==> config.mk <==
export PLATFORM = sky130hd
export DESIGN_NAME = crypto1_candidate_state_check_top
export DESIGN_NICKNAME = d
export VERILOG_FILES = /design/src/sv/crcc_pkg.sv /design/src/sv/crypto1_candidate_state_check_top.sv
export SDC_FILE = /design/constraint.sdc
export NUM_CORES = 2
export LEC_CHECK = 0
export ABC_AREA = 1
export BUFFER_PORTS_ARGS = -buffer_cell sky130_fd_sc_hd__buf_2
export CAP_MARGIN = 20
export CORE_MARGIN = 2
export CORE_UTILIZATION = 40
export CTS_CLUSTER_DIAMETER = 30
export DETAILED_ROUTE_END_ITERATION = 7
export PLACE_DENSITY = 0.59
export SKIP_LAST_GASP = 1
export SLEW_MARGIN = 5
export SYNTH_ARGS = -nofsm -noshare
export SYNTH_HDL_FRONTEND = slang
export SYNTH_MEMORY_MAX_BITS = 65536
export SYNTH_SLANG_ARGS = --single-unit
==> constraint.sdc <==
create_clock -name clk_i -period 8 [get_ports clk_i]
set_input_delay 0.8 -clock clk_i [delete_from_list [all_inputs] [get_ports clk_i]]
set_output_delay 0.8 -clock clk_i [all_outputs]
set_load 0.005 [all_outputs]
==> src/sv/crcc_pkg.sv <==
// crcc_pkg: types, constants and bit-step functions of the crypto1 candidate check
// used by crypto1_candidate_state_check_top, no other dependencies
`default_nettype none

package crcc_pkg;

  localparam int unsigned StepsPerStage = 4;
  localparam int unsigned StagesPerWord = 32 / StepsPerStage;
  localparam int unsigned BackStages    = 3 * StagesPerWord;
  localparam int unsigned NumStages     = 2 * BackStages;

  localparam logic [23:0] PolyOdd  = 24'h29CE5C;
  localparam logic [23:0] PolyEven = 24'h870804;
  localparam logic [31:0] FiltOut  = 32'hEC57E80A;
  localparam logic [31:0] FiltA    = 32'h000f22c0;
  localparam logic [31:0] FiltB    = 32'h0006c9c0;
  localparam logic [31:0] FiltC    = 32'h0003c8b0;
  localparam logic [31:0] FiltD    = 32'h0001e458;
  localparam logic [31:0] FiltE    = 32'h0000d938;

  localparam int unsigned NumCfg = 6;

  typedef enum logic [2:0] {
    CFG_RN0_ENC = 3'd0,
    CFG_UID_NT0 = 3'd1,
    CFG_UID_NT1 = 3'd2,
    CFG_RN1_ENC = 3'd3,
    CFG_NT1_SUC = 3'd4,
    CFG_AR1_ENC = 3'd5
  } cfg_idx_e;

  typedef struct packed {
    logic [23:0] od;
    logic [23:0] ev;
  } lfsr_t;

  typedef struct packed {
    lfsr_t       st;
    logic [31:0] ks;
  } fwd_t;

  function automatic logic filt(logic [23:0] x);
    logic [4:0]  f;
    logic [31:0] ta;
    logic [31:0] tb;
    logic [31:0] tc;
    logic [31:0] td;
    logic [31:0] te;
    ta = FiltA >> x[3:0];
    tb = FiltB >> x[7:4];
    tc = FiltC >> x[11:8];
    td = FiltD >> x[15:12];
    te = FiltE >> x[19:16];
    f  = {ta[4], tb[3], tc[2], td[1], te[0]};
    return FiltOut[f];
  endfunction

  // four steps backwards, word bits taken from nibble q counted from the high end, in reversed byte order
  function automatic lfsr_t back_quad(lfsr_t s, logic [31:0] w, logic fb, logic [2:0] q);
    lfsr_t      r;
    logic [4:0] idx;
    logic       par;
    r = s;
    for (int j = 0; j < StepsPerStage; j++) begin
      idx  = (5'd31 - {q, 2'b00} - 5'(j)) ^ 5'd24;
      par  = (filt(r.ev) & fb) ^ r.od[0] ^ w[idx]
           ^ (^(PolyEven & {1'b0, r.od[23:1]})) ^ (^(PolyOdd & r.ev));
      r    = '{od: r.ev, ev: {par, r.od[23:1]}};
    end
    return r;
  endfunction

  // four steps forward, keystream bits written into ks
  function automatic fwd_t fwd_quad(fwd_t s, logic [31:0] w, logic fb, logic [2:0] q);
    fwd_t       r;
    logic [4:0] idx;
    logic       ksb;
    logic       par;
    r = s;
    for (int j = 0; j < StepsPerStage; j++) begin
      idx        = ({q, 2'b00} + 5'(j)) ^ 5'd24;
      ksb        = filt(r.st.od);
      par        = (ksb & fb) ^ w[idx] ^ (^(PolyOdd & r.st.od)) ^ (^(PolyEven & r.st.ev));
      r.ks[idx]  = ksb;
      r.st       = '{od: {r.st.ev[22:0], par}, ev: r.st.od};
    end
    return r;
  endfunction

  // interleaved key bit order
  function automatic logic [47:0] key_of(lfsr_t s);
    logic [47:0] k;
    logic [4:0]  b;
    k = '0;
    for (int i = 0; i < 24; i++) begin
      b            = 5'(i) ^ 5'd3;
      k[2 * i + 1] = s.od[b];
      k[2 * i]     = s.ev[b];
    end
    return k;
  endfunction

endpackage

`default_nettype wire

==> src/sv/crypto1_candidate_state_check_top.sv <==
// crypto1_candidate_state_check_top: pipelined check of one crypto1 candidate state per cycle
// depends on crcc_pkg for types, constants and the per-stage step functions
//
//  port group   | direction | contents
//  command      | in/out    | start_i, busy_o, odd_half_i, even_half_i
//  result       | out       | done_o, found_o, key_value_o
//  config       | in        | cfg_we_i, cfg_idx_i, cfg_data_i
//
// a transaction enters on any cycle; its result appears after the lfsr stages and the compare stage, for one cycle
// 48 lfsr stages of four bit steps each (24 backwards, 24 forwards) and one compare stage
// busy_o stays low: the pipeline never stalls and the receiver cannot hold results off
// reset clears the valid bits and the config registers; payload is not reset
`default_nettype none

module crypto1_candidate_state_check_top (
  input  wire logic        clk_i,
  input  wire logic        rst_ni,
  input  wire logic        start_i,
  output logic             busy_o,
  input  wire logic [23:0] odd_half_i,
  input  wire logic [23:0] even_half_i,
  output logic             done_o,
  output logic             found_o,
  output logic [47:0]      key_value_o,
  input  wire logic        cfg_we_i,
  input  wire logic [2:0]  cfg_idx_i,
  input  wire logic [31:0] cfg_data_i
);

  localparam int unsigned NB = crcc_pkg::BackStages;
  localparam int unsigned NS = crcc_pkg::NumStages;

  logic [31:0] cfg_q [crcc_pkg::NumCfg];

  always_ff @(posedge clk_i or negedge rst_ni) begin
    if (!rst_ni) begin
      for (int i = 0; i < crcc_pkg::NumCfg; i++) begin
        cfg_q[i] <= '0;
      end
    end else if (cfg_we_i) begin
      unique case (cfg_idx_i)
        crcc_pkg::CFG_RN0_ENC: cfg_q[crcc_pkg::CFG_RN0_ENC] <= cfg_data_i;
        crcc_pkg::CFG_UID_NT0: cfg_q[crcc_pkg::CFG_UID_NT0] <= cfg_data_i;
        crcc_pkg::CFG_UID_NT1: cfg_q[crcc_pkg::CFG_UID_NT1] <= cfg_data_i;
        crcc_pkg::CFG_RN1_ENC: cfg_q[crcc_pkg::CFG_RN1_ENC] <= cfg_data_i;
        crcc_pkg::CFG_NT1_SUC: cfg_q[crcc_pkg::CFG_NT1_SUC] <= cfg_data_i;
        crcc_pkg::CFG_AR1_ENC: cfg_q[crcc_pkg::CFG_AR1_ENC] <= cfg_data_i;
        default: ;
      endcase
    end
  end

  assign busy_o = 1'b0;

  logic               vld_q [NS];
  logic               nz_q  [NS];
  crcc_pkg::lfsr_t    st_q  [NS];
  crcc_pkg::lfsr_t    key_q [NB:NS-1];
  logic [31:0]        ks_q  [NB:NS-1];

  for (genvar s = 0; s < NS; s++) begin : g_stage
    localparam int unsigned Word = (s % NB) / crcc_pkg::StagesPerWord;
    localparam logic [2:0]  Qtr  = 3'(s % crcc_pkg::StagesPerWord);
    localparam logic        Fb   = (Word == 1);

    logic            vld_in;
    logic            nz_in;
    crcc_pkg::lfsr_t st_in;
    logic [31:0]     word;

    if (s == 0) begin : g_first
      assign vld_in = start_i;
      assign nz_in  = |{odd_half_i, even_half_i};
      assign st_in  = '{od: odd_half_i, ev: even_half_i};
    end else begin : g_next
      assign vld_in = vld_q[s-1];
      assign nz_in  = nz_q[s-1];
      assign st_in  = st_q[s-1];
    end

    if (s < NB) begin : g_back
      if (Word == 0) begin : g_w0
        assign word = '0;
      end else if (Word == 1) begin : g_w1
        assign word = cfg_q[crcc_pkg::CFG_RN0_ENC];
      end else begin : g_w2
        assign word = cfg_q[crcc_pkg::CFG_UID_NT0];
      end

      always_ff @(posedge clk_i) begin
        st_q[s] <= crcc_pkg::back_quad(st_in, word, Fb, Qtr);
        nz_q[s] <= nz_in;
      end
    end else begin : g_fwd
      crcc_pkg::fwd_t  f_in;
      crcc_pkg::fwd_t  f_d;
      crcc_pkg::lfsr_t key_in;

      if (s == NB) begin : g_key
        assign key_in = st_in;
        assign f_in   = '{st: st_in, ks: '0};
      end else begin : g_carry
        assign key_in = key_q[s-1];
        assign f_in   = '{st: st_in, ks: ks_q[s-1]};
      end

      if (Word == 0) begin : g_w0
        assign word = cfg_q[crcc_pkg::CFG_UID_NT1];
      end else if (Word == 1) begin : g_w1
        assign word = cfg_q[crcc_pkg::CFG_RN1_ENC];
      end else begin : g_w2
        assign word = '0;
      end

      assign f_d = crcc_pkg::fwd_quad(f_in, word, Fb, Qtr);

      always_ff @(posedge clk_i) begin
        st_q[s]  <= f_d.st;
        ks_q[s]  <= f_d.ks;
        key_q[s] <= key_in;
        nz_q[s]  <= nz_in;
      end
    end

    always_ff @(posedge clk_i or negedge rst_ni) begin
      if (!rst_ni) begin
        vld_q[s] <= 1'b0;
      end else begin
        vld_q[s] <= vld_in;
      end
    end
  end

  // compare stage
  logic        hit_d;
  logic        done_q;
  logic        found_q;
  logic [47:0] key_value_q;

  assign hit_d = nz_q[NS-1]
               && ((ks_q[NS-1] ^ cfg_q[crcc_pkg::CFG_NT1_SUC]) == cfg_q[crcc_pkg::CFG_AR1_ENC]);

  always_ff @(posedge clk_i or negedge rst_ni) begin
    if (!rst_ni) begin
      done_q <= 1'b0;
    end else begin
      done_q <= vld_q[NS-1];
    end
  end

  always_ff @(posedge clk_i) begin
    found_q     <= hit_d;
    key_value_q <= hit_d ? crcc_pkg::key_of(key_q[NS-1]) : '0;
  end

  assign done_o      = done_q;
  assign found_o     = found_q;
  assign key_value_o = key_value_q;

endmodule

`default_nettype wire
==> flow_summary.json <==
{
  "finalHoldViolations": 0,
  "drive_above_1_share": 0.119,
  "synth.ff_latch_count": 3623,
  "fmax_mhz": 288,
  "cts_setup_buffers": 0,
  "cts.sinks": 3623,
  "ios": 138,
  "final_cell_mix": "3382 x dfxtp_1, 1661 x nand2_1, 1597 x xnor2_1, 1254 x xor2_1, 1081 x inv_1",
  "avgSynthCellArea_um2": 10.5,
  "antenna_found_initial": 20,
  "finalSetupViolCount": 0,
  "relSlewSlack": 0.260,
  "worstSkewPairLatency_ns": 0.99,
  "crit_fanout": 48,
  "yosysSeqAreaShare": 0.573,
  "io_buffers": 136,
  "cap_violations": 0,
  "track_usage": 0.171,
  "rsz0062_at_grt": "false",
  "area_delta_synth_final_pct": 23.1,
  "fill_cells": 28700,
  "postCtsHoldBufs": 46,
  "cts_tree": "built",
  "gp_congestion": 0.860,
  "fin_cells": 17900,
  "setup_ws_ns": 4.52,
  "first_pass_iters": 6,
  "synthArstFlopShare": 0.0665,
  "synth-edff-count": 0,
  "final.setup.tns_ns": 0,
  "dp_slack_ns": 4.52,
  "drt-initial-drc-count": 4171,
  "hpwl_mm": 207,
  "cts_buffer_depth": 4,
  "placed_cells": 16700,
  "fin_skew_ns": 0.0488,
  "worstPathRequired_ns": 8.89,
  "startpoint_type": "flop",
  "cp_common_cell": "nor2_1",
  "synth_top_flop_cell": "dfxtp_1",
  "cts.clk_slew.worst_paths_ns": 0.05,
  "syn-num-nets": 12800,
  "drc_errors": 0,
  "ant_nets": 0,
  "final_core_util": 0.494,
  "status": "completed",
  "vias": 78100,
  "routed_wl_mm": 282,
  "die_h_um": 571,
  "nets": 13600,
  "regArea_um2": 73700,
  "grt_start_max_net_pins": 141,
  "fp-row-count": 208,
  "routedWlPerCell_um": 15.7,
  "multi_input_area_um2": 50500,
  "dieArea_um2": 326000,
  "critPathCaptureType": "flop",
  "timing.setup.critical_path_class": "reg -> reg",
  "cts-root-buf": "clkbuf_16",
  "tightest_slew_ns": 1.11,
  "cp_cell_sequence": "xor2_1 > inv_1 > a22o_1 > or4_1 > a211oi_1 > nand4_1 > nor2_1 > inv_2 > nor2_1",
  "synth.distinct_cells": 70,
  "htreeDepth": 6,
  "synth_cells": 12300,
  "worstPathArrival_ns": 4.36,
  "ys.warnings.count": 0,
  "slowest_stage": "dfxtp_1",
  "grt_pass1_vias": 76100,
  "routed_via_density": 4.35,
  "worstHoldPathType": "in -> reg",
  "layout_commonest_cell": "dfxtp_1",
  "layout_min_cycle_time_ns": 3.48,
  "slowest_delay_ns": 0.71,
  "start_util": 0.401,
  "overflow": 0,
  "coreArea_um2": 321000,
  "grt_pass1_wl_mm": 437,
  "maxSlewViolCount": 0,
  "synth_area_um2": 129000,
  "die_x_um": 571,
  "finalCritPeriodShare": 0.434,
  "cts_made_buffers": 652,
  "cts.repair.resized": 0
}
-- final timing paths --
check,from,endpoint,slack [ns],depth (start not counted)
max reg2reg,ks_q[5][230],key_value_o[17],4.52,9
min,even_half_i[1],nz_q[0],0.18,3
max,ks_q[5][230],key_value_o[17],4.52,9
min in group asynchronous,rst_ni,done_o,0.29,2
max in group asynchronous,rst_ni,g_stage[10].word[4],6.39,3
min reg2reg,nz_q[6],nz_q[7],0.29,0
-- routing by layer --
| metal | track usage | part of all wire |
|---|---|---|
| met3 | 0.0294 | 0.042 |
| met1 | 0.229 | 0.47 |
| met2 | 0.277 | 0.46 |
| met4 | 0.0579 | 0.027 |
| met5 | 0 | 0 |
-- synthesized netlist by cell type (6+ instances only) --
library cell,instances,share of area
a22oi_1,23,0.0013
a2111o_1,16,0.0014
a32oi_1,34,0.0023
o21a_1,10,0.00058
or2_2,175,0.0085
xor2_1,1254,0.085
nand3_1,242,0.0094
and2_1,6,0.00029
ha_1,408,0.040
o21ai_1,8,0.00031
o211ai_1,96,0.0056
nand3b_1,16,0.00093
clkbuf_1,73,0.0021
dfxtp_1,3382,0.53
o2bb2ai_1,23,0.0016
a31oi_1,26,0.0013
dfrtp_1,241,0.047
a22o_1,8,0.00054
mux2_2,33,0.0029
inv_1,1082,0.032
nand2_1,1665,0.049
nand2_2,37,0.0018
nor4_1,12,0.00058
or2_1,6,0.00029
a21oi_1,258,0.010
a31o_2,13,0.00088
o221ai_1,11,0.00075
nor3_1,23,0.00089
nor2_1,621,0.018
nand4_1,13,0.00063
o22ai_1,160,0.0078
xnor2_1,1597,0.11
o21bai_1,8,0.00047
a211oi_1,21,0.0012
maj3_1,24,0.0019
inv_2,22,0.00064
o31ai_1,18,0.0011
o21ai_0,548,0.021
-- per-stage QoR --
stage,hold WS [ns],area (um^2)
6_report,0.184,158000
5_1_grt,0.140,158000
4_1_cts,0.0904,158000
3_5_place_dp,0.312,135000
3_3_place_gp,0.309,135000
2_1_floorplan,0.310,129000
-- state kept, by name, summed over array words and instances, names as in the netlist --
| register | cells |
|---|---|
| found_o | 1 |
| cfg_q | 64 |
| g_stage.word | 128 |
| key_value_o | 48 |
| done_o | 1 |
| vld_q | 1 |
| nz_q | 48 |
| st_q | 2189 |
| ks_q | 144 |
| g_stage.vld_in | 47 |
| key_q | 952 |
-- critical path, delay by kind of cell, from the launching register on --
kind | cells | cell delay, ns
AOI/OAI and AO/OA | 2 | 0.35
buffers and inverters | 2 | 0.62
DFF | 1 | 0.71
and+or+nand+nor | 4 | 1.41
xor gates and xnor gates | 1 | 0.20
-- cell families after synthesis --
group | after synthesis | synth area share
muxes | 36 | 0.00315
and+or+nand+nor | 2846 | 0.0920
buffers and inverters | 1191 | 0.0351
adders and majority gates | 432 | 0.0415
xor gates and xnor gates | 2857 | 0.195
DFF | 3623 | 0.573
other | 1 | 0.0000291
AOI/OAI and AO/OA | 1309 | 0.0605
-- layout make-up --
class                           count  share of cell area
Sequential cell                  3623               0.465
Tap cell                         4305              0.0340
Timing Repair Buffer              194             0.00812
Clock inverter                    407              0.0348
Multi-Input combinational cell   7481               0.319
Inverter                         1105              0.0262
Clock buffer                      806               0.113
Antenna cell                       11            0.000174
Power is not shown: default switching activity piles up to over one toggle a cycle in this logic, so the estimate is an artifact.
